### src/rtl/core/blr_pkg.sv
`timescale 1ns / 1ps
// Package for the line rasterizer: configuration port sizes and register codes.
// No dependencies; used by blr_csr and the top level.
package blr_pkg;

   localparam int CSR_DATA_BITS = 32;
   localparam int CSR_ADDR_BITS = 3;
   localparam int COLOUR_BITS   = 16;

   // Word index of each register (byte address divided by four).
   typedef enum logic {
      REG_DRAW_COLOUR = 1'b0,
      REG_UNUSED      = 1'b1
   } reg_index_type;

endpackage

### src/rtl/core/blr_csr.sv
`timescale 1ns / 1ps
// Configuration register file: holds the draw colour behind an APB-style port.
// Depends on blr_pkg.
module blr_csr
   import blr_pkg::*;
(
   input  logic                     clock,
   input  logic                     reset,
   input  logic                     psel,
   input  logic                     penable,
   input  logic                     pwrite,
   input  logic [CSR_ADDR_BITS-1:0] paddr,
   input  logic [CSR_DATA_BITS-1:0] pwdata,
   output logic [CSR_DATA_BITS-1:0] prdata,
   output logic                     pready,
   output logic [COLOUR_BITS-1:0]   draw_colour
);

   logic [COLOUR_BITS-1:0] colour_ff;
   logic [COLOUR_BITS-1:0] colour_in;
   reg_index_type          reg_index;

   assign reg_index = reg_index_type'(paddr[2]);
   assign pready    = 1'b1;

   always_comb begin
      colour_in = colour_ff;
      if (psel && penable && pwrite && (reg_index == REG_DRAW_COLOUR)) begin
         colour_in = pwdata[COLOUR_BITS-1:0];
      end
   end

   always_ff @(posedge clock) begin
      if (reset) begin
         colour_ff <= '0;
      end else begin
         colour_ff <= colour_in;
      end
   end

   always_comb begin
      unique case (reg_index)
         REG_DRAW_COLOUR: prdata = {{(CSR_DATA_BITS-COLOUR_BITS){1'b0}}, colour_ff};
         default:         prdata = '0;
      endcase
   end

   assign draw_colour = colour_ff;

endmodule

### src/rtl/core/blr_walker.sv
`timescale 1ns / 1ps
// Line walker: a small sequencer around one shared adder that sets up the
// deltas and decision term, then steps the decision term once per pixel.
// Self-contained; no package dependencies.
module blr_walker #(
   parameter int COORD_BITS = 6
) (
   input  logic                  clock,
   input  logic                  reset,
   input  logic                  req_valid,
   output logic                  req_ready,
   input  logic [COORD_BITS-1:0] start_x,
   input  logic [COORD_BITS-1:0] start_y,
   input  logic [COORD_BITS-1:0] end_x,
   input  logic [COORD_BITS-1:0] end_y,
   output logic                  rsp_valid,
   input  logic                  rsp_ready,
   output logic [COORD_BITS-1:0] pixel_x,
   output logic [COORD_BITS-1:0] pixel_y,
   output logic                  last_pixel
);

   localparam int DW = COORD_BITS + 3;
   localparam int PAD = DW - COORD_BITS;

   typedef enum logic [2:0] {
      S_IDLE, S_DX, S_DY, S_ORIENT, S_INITD, S_DIFF, S_START, S_WALK
   } state_type;

   state_type state_ff, state_in;

   logic [COORD_BITS-1:0] x0_ff, y0_ff, x1_ff, y1_ff;
   logic [COORD_BITS-1:0] x0_in, y0_in, x1_in, y1_in;
   logic signed [DW-1:0]  dx_ff, dy_ff, dx_in, dy_in;
   logic signed [DW-1:0]  dscan_ff, dinc_ff, dscan_in, dinc_in;
   logic signed [DW-1:0]  d_ff, d_in, two_diff_ff, two_diff_in;
   logic                  xmajor_ff, xmajor_in;
   logic                  scan_neg_ff, scan_neg_in, inc_neg_ff, inc_neg_in;
   logic                  zero_ff, zero_in;
   logic [COORD_BITS-1:0] scan_ff, scan_in, inc_ff, inc_in;
   logic [COORD_BITS-1:0] scan_end_ff, scan_end_in;
   logic                  out_valid_ff, out_valid_in;
   logic [COORD_BITS-1:0] out_x_ff, out_x_in, out_y_ff, out_y_in;
   logic                  out_last_ff, out_last_in;

   logic signed [DW-1:0]  add_a, add_b, add_sum;
   logic signed [DW-1:0]  two_dinc, abs_dx, abs_dy;
   logic                  out_free, x_major;
   logic [COORD_BITS-1:0] scan_next, inc_next, scan_one, inc_one;

   // The one shared adder; its operands follow the sequencer state.
   assign add_sum  = add_a + add_b;
   assign two_dinc = dinc_ff <<< 1;
   assign abs_dx   = dx_ff[DW-1] ? -dx_ff : dx_ff;
   assign abs_dy   = dy_ff[DW-1] ? -dy_ff : dy_ff;
   assign x_major  = abs_dx > abs_dy;
   assign out_free = !out_valid_ff || rsp_ready;

   assign scan_one  = scan_neg_ff ? {COORD_BITS{1'b1}} : COORD_BITS'(1);
   assign inc_one   = inc_neg_ff ? {COORD_BITS{1'b1}} : COORD_BITS'(1);
   assign scan_next = scan_ff + scan_one;
   assign inc_next  = (d_ff > 0) ? inc_ff + inc_one : inc_ff;

   always_comb begin
      unique case (state_ff)
         S_DX: begin
            add_a = $signed({{PAD{1'b0}}, x1_ff});
            add_b = -$signed({{PAD{1'b0}}, x0_ff});
         end
         S_DY: begin
            add_a = $signed({{PAD{1'b0}}, y1_ff});
            add_b = -$signed({{PAD{1'b0}}, y0_ff});
         end
         S_INITD: begin
            add_a = two_dinc;
            add_b = -dscan_ff;
         end
         S_DIFF: begin
            add_a = two_dinc;
            add_b = -(dscan_ff <<< 1);
         end
         S_WALK: begin
            add_a = d_ff;
            add_b = (d_ff > 0) ? two_diff_ff : two_dinc;
         end
         default: begin
            add_a = '0;
            add_b = '0;
         end
      endcase
   end

   always_comb begin
      state_in     = state_ff;
      x0_in        = x0_ff;
      y0_in        = y0_ff;
      x1_in        = x1_ff;
      y1_in        = y1_ff;
      dx_in        = dx_ff;
      dy_in        = dy_ff;
      dscan_in     = dscan_ff;
      dinc_in      = dinc_ff;
      d_in         = d_ff;
      two_diff_in  = two_diff_ff;
      xmajor_in    = xmajor_ff;
      scan_neg_in  = scan_neg_ff;
      inc_neg_in   = inc_neg_ff;
      zero_in      = zero_ff;
      scan_in      = scan_ff;
      inc_in       = inc_ff;
      scan_end_in  = scan_end_ff;
      out_valid_in = out_valid_ff && !rsp_ready;
      out_x_in     = out_x_ff;
      out_y_in     = out_y_ff;
      out_last_in  = out_last_ff;

      unique case (state_ff)
         S_IDLE: begin
            if (req_valid) begin
               x0_in    = start_x;
               y0_in    = start_y;
               x1_in    = end_x;
               y1_in    = end_y;
               state_in = S_DX;
            end
         end
         S_DX: begin
            dx_in    = add_sum;
            state_in = S_DY;
         end
         S_DY: begin
            dy_in    = add_sum;
            state_in = S_ORIENT;
         end
         S_ORIENT: begin
            xmajor_in = x_major;
            zero_in   = (dx_ff == '0) && (dy_ff == '0);
            if (x_major) begin
               dscan_in    = abs_dx;
               dinc_in     = abs_dy;
               scan_neg_in = dx_ff[DW-1];
               inc_neg_in  = dy_ff[DW-1];
               scan_in     = x0_ff;
               inc_in      = y0_ff;
               scan_end_in = x1_ff;
            end else begin
               dscan_in    = abs_dy;
               dinc_in     = abs_dx;
               scan_neg_in = dy_ff[DW-1];
               inc_neg_in  = dx_ff[DW-1];
               scan_in     = y0_ff;
               inc_in      = x0_ff;
               scan_end_in = y1_ff;
            end
            state_in = S_INITD;
         end
         S_INITD: begin
            d_in     = add_sum;
            state_in = S_DIFF;
         end
         S_DIFF: begin
            two_diff_in = add_sum;
            state_in    = S_START;
         end
         S_START: begin
            if (out_free) begin
               out_valid_in = 1'b1;
               out_x_in     = x0_ff;
               out_y_in     = y0_ff;
               out_last_in  = zero_ff;
               state_in     = zero_ff ? S_IDLE : S_WALK;
            end
         end
         S_WALK: begin
            if (out_free) begin
               out_valid_in = 1'b1;
               if (scan_next == scan_end_ff) begin
                  out_x_in    = x1_ff;
                  out_y_in    = y1_ff;
                  out_last_in = 1'b1;
                  state_in    = S_IDLE;
               end else begin
                  scan_in     = scan_next;
                  inc_in      = inc_next;
                  d_in        = add_sum;
                  out_x_in    = xmajor_ff ? scan_next : inc_next;
                  out_y_in    = xmajor_ff ? inc_next : scan_next;
                  out_last_in = 1'b0;
               end
            end
         end
         default: state_in = S_IDLE;
      endcase
   end

   always_ff @(posedge clock) begin
      if (reset) begin
         state_ff     <= S_IDLE;
         out_valid_ff <= 1'b0;
      end else begin
         state_ff     <= state_in;
         out_valid_ff <= out_valid_in;
      end
      x0_ff       <= x0_in;
      y0_ff       <= y0_in;
      x1_ff       <= x1_in;
      y1_ff       <= y1_in;
      dx_ff       <= dx_in;
      dy_ff       <= dy_in;
      dscan_ff    <= dscan_in;
      dinc_ff     <= dinc_in;
      d_ff        <= d_in;
      two_diff_ff <= two_diff_in;
      xmajor_ff   <= xmajor_in;
      scan_neg_ff <= scan_neg_in;
      inc_neg_ff  <= inc_neg_in;
      zero_ff     <= zero_in;
      scan_ff     <= scan_in;
      inc_ff      <= inc_in;
      scan_end_ff <= scan_end_in;
      out_x_ff    <= out_x_in;
      out_y_ff    <= out_y_in;
      out_last_ff <= out_last_in;
   end

   assign req_ready  = (state_ff == S_IDLE);
   assign rsp_valid  = out_valid_ff;
   assign pixel_x    = out_x_ff;
   assign pixel_y    = out_y_ff;
   assign last_pixel = out_last_ff;

endmodule

### src/rtl/core/bresenham_line_rasterizer_top.sv
`timescale 1ns / 1ps
// Top level of the Bresenham line rasterizer: configuration registers and the
// line walker. Depends on blr_pkg, blr_csr and blr_walker.

// Each request beat carries the two endpoints of a line; the block answers with
// one response beat per pixel, in walk order from the start point to the end
// point, every beat tagged with the draw colour and the end point flagged by
// last_pixel. A line of major length L gives L + 1 beats, and a zero-length
// line gives a single beat, the start point, already flagged as last. A line is
// accepted in S_IDLE, passes through the setup states S_DX, S_DY, S_ORIENT,
// S_INITD and S_DIFF, and is then emitted from S_START and S_WALK, where a
// response stall holds the walk. The walk is paced by a single shared adder that
// first forms the deltas and the decision term and then steps that term once
// per pixel. The request side is ready only while no line is in flight, but it
// already takes the next line while the final pixel still waits in the output
// register. The draw colour lives at byte address 0 of the APB-style port. It
// is attached to the pixels straight from the register, so it must be changed
// only while no line is in progress and no pixel beat is waiting.
module bresenham_line_rasterizer_top
   import blr_pkg::*;
#(
   parameter int COORD_BITS = 6
) (
   input  logic                     clock,
   input  logic                     reset,

   // Configuration port; pready is tied high.
   input  logic                     psel,
   input  logic                     penable,
   input  logic                     pwrite,
   input  logic [CSR_ADDR_BITS-1:0] paddr,
   input  logic [CSR_DATA_BITS-1:0] pwdata,
   output logic [CSR_DATA_BITS-1:0] prdata,
   output logic                     pready,

   // Request channel: one beat per line.
   input  logic                     req_valid,
   output logic                     req_ready,
   input  logic [COORD_BITS-1:0]    req_start_x,
   input  logic [COORD_BITS-1:0]    req_start_y,
   input  logic [COORD_BITS-1:0]    req_end_x,
   input  logic [COORD_BITS-1:0]    req_end_y,

   // Response channel: one beat per pixel.
   output logic                     rsp_valid,
   input  logic                     rsp_ready,
   output logic [COORD_BITS-1:0]    rsp_pixel_x,
   output logic [COORD_BITS-1:0]    rsp_pixel_y,
   output logic [COLOUR_BITS-1:0]   rsp_pixel_colour,
   output logic                     rsp_last_pixel
);

   logic [COLOUR_BITS-1:0] draw_colour;

   blr_csr u_csr (
      .clock       (clock),
      .reset       (reset),
      .psel        (psel),
      .penable     (penable),
      .pwrite      (pwrite),
      .paddr       (paddr),
      .pwdata      (pwdata),
      .prdata      (prdata),
      .pready      (pready),
      .draw_colour (draw_colour)
   );

   blr_walker #(
      .COORD_BITS (COORD_BITS)
   ) u_walker (
      .clock      (clock),
      .reset      (reset),
      .req_valid  (req_valid),
      .req_ready  (req_ready),
      .start_x    (req_start_x),
      .start_y    (req_start_y),
      .end_x      (req_end_x),
      .end_y      (req_end_y),
      .rsp_valid  (rsp_valid),
      .rsp_ready  (rsp_ready),
      .pixel_x    (rsp_pixel_x),
      .pixel_y    (rsp_pixel_y),
      .last_pixel (rsp_last_pixel)
   );

   // The colour is to be changed only between lines, which the block does not enforce;
   // it is attached straight from the register rather than carried through the walker.
   assign rsp_pixel_colour = draw_colour;

endmodule
### config.mk
export PLATFORM = sky130hd
export DESIGN_NAME = bresenham_line_rasterizer_top
export DESIGN_NICKNAME = d
export VERILOG_FILES = /design/src/rtl/core/blr_pkg.sv /design/src/rtl/core/blr_csr.sv /design/src/rtl/core/blr_walker.sv /design/src/rtl/core/bresenham_line_rasterizer_top.sv
export SDC_FILE = /design/constraint.sdc
export NUM_CORES = 1
export LEC_CHECK = 0
export BUFFER_PORTS_ARGS = -buffer_cell sky130_fd_sc_hd__buf_2
export CAP_MARGIN = 20
export CORE_MARGIN = 2
export CORE_UTILIZATION = 50
export DETAILED_ROUTE_END_ITERATION = 6
export PLACE_DENSITY = 0.72
export SLEW_MARGIN = 40
export SYNTH_ARGS = -nofsm -noshare
export SYNTH_HDL_FRONTEND = slang
export SYNTH_SLANG_ARGS = --single-unit
export TNS_END_PERCENT = 5
### constraint.sdc
create_clock -name clock -period 3.8 [get_ports clock]
set_input_delay 0.95 -clock clock [delete_from_list [all_inputs] [get_ports clock]]
set_output_delay 0.95 -clock clock [all_outputs]
set_load 0.02 [all_outputs]
# Word-level counts from Yosys, hierarchy flattened
# Cells that the tools add are included.
[op_classes] n_addsub=9 n_lt_le_gt_ge=2 n_eq_ne=13 muxes=47 bitwise=1 n_reduce_logical=21
[ops] op="6-bit two-way mux" n=18
[ops] op="9-bit two-way mux" n=6
[ops] op="6-bit case mux with 2 select lines" n=4
[ops] op="9-bit case mux with 5 select lines" n=1
[ops] op="9-bit negation" n=4
[ops] op="9-bit case mux with 4 select lines" n=1
[ops] op="3-bit case mux with 8 select lines" n=1
[ops] op="9-bit logical NOT" n=2
[ops] op="6-bit negation with 9-bit output" n=2
[ops] op="9-bit case mux with 2 select lines" n=1
[ops] op="16-bit two-way mux" n=1
[ops] op="3-bit two-way mux" n=5
[ops] op="6-bit adder" n=2
[ops] op="3-bit == test, second input constant" n=4
[ops] op="9-bit adder" n=1
[ops] op="9-bit by 1-bit greater-than comparator with 1-bit output, second input constant" n=1
[ops] op="9-bit greater-than comparator" n=1
[ops] op="3-bit AND reduction" n=3
[ops] op="8-bit two-way mux" n=1
[ops] op="1-bit two-way mux" n=7
[ops] op="3-bit by 2-bit == test with 1-bit output, second input constant" n=2
[ops] op="6-bit == test" n=1
[ops] op="2-bit by 1-bit inequality test with 1-bit output, second input constant" n=3
[ops] op="2-bit nonzero test" n=3
[ops] op="11 further kinds" n=18
[word_totals] ff_bits=132 in_bits=66 out_inout_bits=64 elab_cells=116

# Longest topological paths before layout
[logic_depth] word_depth=7 mapped_depth=17 mapped_depth_nobuf=15

# Modules after synthesis
# A second synthesis with hierarchy kept.
[unflattened] hier_cells=756 hier_area_um2=8051.5
[modules_own_cells] mod="blr_walker" n_inst=1 cells_each=650 area_per_inst_um2=7064.3 seq_area_each_um2=3443.3
[modules_own_cells] mod="blr_csr" n_inst=1 cells_each=106 area_per_inst_um2=987.2 seq_area_each_um2=320.3

# Least setup slack after synthesis
# Ideal clock, no wire load.
[synth_path] kind="reg-to-reg" start="register u_walker.dx_ff[0]" end="register u_walker.scan_end_ff[2] (data pin)" setup_ns=0.260 arrival_ns=3.232 required_ns=3.540 setup_slack_ns=0.308 path_stages_with_launch=15 path_buffers=1 period_less_slack_ns=3.492 path_cell_list="edfxtp_1 -> inv_1 -> ha_1 -> nand2b_1 -> o41ai_1 -> xor2_1 -> inv_1 -> ha_1 -> a21o_1 -> a211o_1 -> a2111oi_4 -> nor2_2 -> a21oi_4 -> buf_6 -> mux2_2"
[synth_between] elab_chain_len=4
[synth_lines] element="start: declaration" line="blr_walker.sv:34" source="logic signed [DW-1:0] dx_ff, dy_ff, dx_in, dy_in;"
[synth_lines] element="start signal: assignment" line="blr_walker.sv:208" source="dx_ff <= dx_in;"
[synth_lines] element="9-bit negation" line="blr_walker.sv:54" source="assign abs_dx = dx_ff[DW-1] ? -dx_ff : dx_ff;"
[synth_lines] element="9-bit two-way mux *" line="blr_walker.sv:54"
[synth_lines] element="9-bit greater-than comparator *" line="blr_walker.sv:56" source="assign x_major = abs_dx > abs_dy;"
[synth_lines] element="6-bit two-way mux *" line="blr_walker.sv:138" source="if (x_major) begin"
[synth_lines] element="end signal: assignment" line="blr_walker.sv:220" source="scan_end_ff <= scan_end_in;"
[synth_lines] element="end: declaration" line="blr_walker.sv:41" source="logic [COORD_BITS-1:0] scan_end_ff, scan_end_in;"
# Mark *: on every way between the ends. The rest lies on a longest branch, timed or not.
# A chain may end at the register's enable or synchronous reset.

# Final worst setup path
[layout_path] start="register u_walker.dx_ff[0]" end="register u_walker.inc_ff[0] (data pin)"
[layout_between] elab_chain_len=5
[layout_lines] element="9-bit negation" line="blr_walker.sv:54"
[layout_lines] element="9-bit two-way mux *" line="blr_walker.sv:54"
[layout_lines] element="9-bit greater-than comparator *" line="blr_walker.sv:56"
[layout_lines] element="6-bit two-way mux *" line="blr_walker.sv:138"
[layout_lines] element="6-bit case mux with 2 select lines *" line="blr_walker.sv:117" source="unique case (state_ff)"
[layout_lines] element="via u_walker.inc_in[0]" line="blr_walker.sv:40" source="logic [COORD_BITS-1:0] scan_ff, scan_in, inc_ff, inc_in;"
[layout_lines] element="end signal: assignment" line="blr_walker.sv:219" source="inc_ff <= inc_in;"
[layout_lines] element="end: declaration" line="blr_walker.sv:40"
# The timed path passes the listed nets; every way through them passes the cells marked *.

==> impl_table.tex <==
\begin{tabular}{lr}
\hline
Metric & Value \\
\hline
\multicolumn{2}{l}{\textbf{GRT}} \\
Global Route Usage Sum & 25.0\% \\
Maximum number of pins on one net before global-route repair & 34 \\
Overall overflow remaining after global route & 0 \\
Antenna violations before repair & 0 \\
Via count of the first global-routing pass & approximately 5.8k \\
Global-route wire length before repair & 31200 um \\
\multicolumn{2}{l}{\textbf{Synth}} \\
Post-synthesis cell count & 743 \\
Most numerous cell types in the synthesized netlist & 112 x edfxtp\_1, 76 x nand2\_1, 53 x a21oi\_1, 52 x nor2\_1, 41 x mux2i\_1 \\
Yosys top cell area share & 43.3\% \\
Cell area after technology mapping & 7760 sq um \\
Register area share after synthesis & 48.5\% \\
Cell taking the most area after synthesis & edfxtp\_1 \\
Synthesis-stage register bit count & 132 \\
Synthesis Warnings & 0 \\
Post-synthesis area per instance & 10.4 sq um \\
Most frequent cell after synthesis & edfxtp\_1 \\
Fraction of synthesis flops using an asynchronous set or reset pin & 0\% \\
Post-synthesis cell type count & 61 \\
Top cells by area in the synthesized netlist & edfxtp\_1 43\%, mux2i\_1 5.3\%, dfxtp\_1 5.2\% \\
Dominant register cell in the synthesized netlist & edfxtp\_1 \\
Number of enable-type register cells in the synthesized netlist & 112 \\
\multicolumn{2}{l}{\textbf{Flow run}} \\
Maximum capacitance violations & 0 \\
\multicolumn{2}{l}{\textbf{Placement}} \\
Post-Place Cell Area & about 8400 sq um \\
Gp weighted congestion & 0.934 \\
Post-detail-place hpwl & 15100 um \\
Number of port buffers & 94 \\
\multicolumn{2}{l}{\textbf{Detailed routing}} \\
DRC errors left & 0 \\
Number of optimization iterations in the first detailed-route pass & 7 \\
Via density per instance & 5.95 \\
Detailed Route WL & 20200 um \\
Number of antenna-violating nets in the routed design & 0 \\
Via count & 6162 \\
Iteration-0 DRC Markers & 621 \\
Post-DR wirelength/cell & 19.5 um \\
\multicolumn{2}{l}{\textbf{Floorplanning}} \\
Floorplan core area & 15200 sq um \\
Total die area & 16500 sq um \\
Number of ports placed on the die boundary & 130 \\
Die Span Y & about 130 um \\
Row cnt & 45 \\
Initial core utilization & 51.0\% \\
Die span in x & 129 um \\
\multicolumn{2}{l}{\textbf{Timing}} \\
Number of endpoints with negative hold slack in the final report & 0 \\
Slew @ Worst Pin & 654 ps \\
Max-slew violation count & 0 \\
Relative slew slack & a little under three fifths \\
Post-layout minimum cycle time & about 3600 ps \\
Sum of negative setup slack & 0 ps \\
Clock tree skew after final layout & 5.51 ps \\
Maximum clock rate & $\sim$280 MHz \\
Share of the cycle needed by the critical path after routing & 94.7\% \\
RSZ-0062 raised after global routing & yes \\
Final count of negative-setup-slack endpoints & 0 \\
\multicolumn{2}{l}{\textbf{Setup path}} \\
Required time of the critical path & 4010 ps \\
Register-to-register path setup slack & 200 ps \\
CP Max Fanout & 15 \\
Data arrival time of the critical path & $\sim$3800 ps \\
Kind of launch point of the worst setup path & flop \\
Classification of the worst setup path & flop to flop \\
Endpoint kind of the worst setup timing path & flop \\
\multicolumn{2}{l}{\textbf{Min path}} \\
Hold WC Path Type & flop to flop \\
\multicolumn{2}{l}{\textbf{Finish}} \\
Number of nets in the layout & roughly 930 \\
Area growth syn-to-layout & 16.4\% \\
Post-Layout Inst Area & 9030 sq um \\
Utilization after layout & 59.4\% \\
Share of layout cells above drive strength 1 & approximately a fifth \\
Diodes inserted & 0 \\
FILL cells & about 1.3k \\
\multicolumn{2}{l}{\textbf{Power}} \\
Leakage & 3.69 nW \\
Total power & 6.43 mW \\
Max rail drop VDD & approximately 440 uV \\
Power density of the placed cells & $\sim$710 nW/um\^{}2 \\
\multicolumn{2}{l}{\textbf{CTS}} \\
Clock tree from TritonCTS & built \\
H-Tree Depth & 4 \\
Number of buffers created by CTS & 17 \\
Clock input transition at the sequential cells of the worst setup and hold paths & $\sim$60 ps \\
Number of hold buffers added after cts & 0 \\
Max clock buf depth & 2 \\
Number of clock sinks seen by CTS & about 130 \\
Worst-skew pair later-pin latency & 420 ps \\
Post-CTS Resized & 0 \\
Number of setup buffers added after CTS & 0 \\
CTS root buffer & clkbuf\_16 \\
\multicolumn{2}{l}{\textbf{Run status}} \\
Outcome & completed \\
\hline
\end{tabular}
[flip-flops by register name, summed over array words and instances, names as in the netlist, 8 cells and up]
| signal | cells |
|---|---|
| u_csr.draw_colour | 16 |
| u_walker.two_diff_ff | 9 |
| u_walker.dinc_ff | 8 |
| u_walker.dx_ff | 9 |
| u_walker.d_ff | 9 |
| u_walker.dscan_ff | 9 |
| u_walker.dy_ff | 9 |
[worst max-delay path: stages, from the launching register on]
cell and delay [ps]:
edfxtp_1 410, inv_1 120, ha_1 180, nand2b_1 110, o41ai_2 240, xor2_1 230
inv_1 90, ha_1 320, a21o_1 180, a211o_1 330, a2111oi_4 300, nor2_2 110
buf_4 220, nor2_1 130, a21oi_1 70, a211oi_1 340
[power breakdown]
group | internal, mW | total (mW) | switching [mW]
combinational | 1.06 | 2.50 | 1.44
sequential | 2.03 | 2.25 | 0.218
clock | 1.04 | 1.68 | 0.643
total | 4.13 | 6.43 | 2.30
[per-layer routing]
metal	track usage (%)	part of all wire (%)
met5	0	0
met4	9.08	2.2
met3	4.32	6.7
met2	41.0	48
met1	33.7	43
[final timing paths]
check	cells past startpoint	startpoint	to
hold / removal	2	u_csr.draw_colour[4]$_SDFFE_PP0P_	u_csr.draw_colour[4]$_SDFFE_PP0P_
setup / recovery	15	u_walker.dx_ff[0]$_DFFE_PN_	u_walker.inc_ff[0]$_DFFE_PP_
hold reg to reg	2	u_csr.draw_colour[4]$_SDFFE_PP0P_	u_csr.draw_colour[4]$_SDFFE_PP0P_
setup reg to reg	15	u_walker.dx_ff[0]$_DFFE_PN_	u_walker.inc_ff[0]$_DFFE_PP_
[area by class of cell]
class | count | area (sq um) | area share (%)
Sequential cell | 132 | 3760 | 41.7
Multi-Input combinational cell | 538 | 3670 | 40.6
Timing Repair Buffer | 115 | 644 | 7.13
Clock buffer | 17 | 425 | 4.71
Tap cell | 188 | 235 | 2.60
Clock inverter | 15 | 181 | 2.01
Inverter | 31 | 116 | 1.29
[through the flow]
| stage | instances | setup slack [ps] | hold WS [ps] |
|---|---|---|---|
| finish | 1036 | 202 | 466 |
| global route | 1036 | -25.6 | 491 |
| CTS | 1036 | 146 | 471 |
| detailed placement | 1004 | 168 | 461 |
| global placement | 1004 | 233 | 449 |
| floorplan | 758 | 308 | 537 |
[logic make-up after synthesis]
group | synth area share (%)
adder cells (fa/ha/maj) | 5.61
multiplexers | 6.74
other | 0.0968
buffers and inverters | 5.32
AO/OA/AOI/OAI | 15.3
flip-flops | 48.5
AND/OR/NAND/NOR | 13.2
XOR/XNOR | 5.26
[cells in the final DEF, fill, tap and decap left out, drive strengths merged, types with 6 or more instances in the layout]
| cell | instances |
|---|---|
| nand2b | 6 |
| nand2 | 76 |
| buf | 115 |
| inv | 34 |
| a22oi | 17 |
| dfxtp | 20 |
| nand3 | 17 |
| xnor2 | 24 |
| ha | 30 |
| edfxtp | 112 |
| nor3 | 10 |
| o31ai | 7 |
| mux2 | 10 |
| a2111oi | 12 |
| conb | 17 |
| a221oi | 6 |
| a21o | 11 |
| nor4 | 6 |
| clkbuf | 17 |
| mux2i | 41 |
| xor2 | 20 |
| a211oi | 14 |
| a21oi | 54 |
| nor2 | 53 |
| nor2b | 29 |
| o21ai | 30 |
No activity file was read; power rests on OpenSTA's default activity.
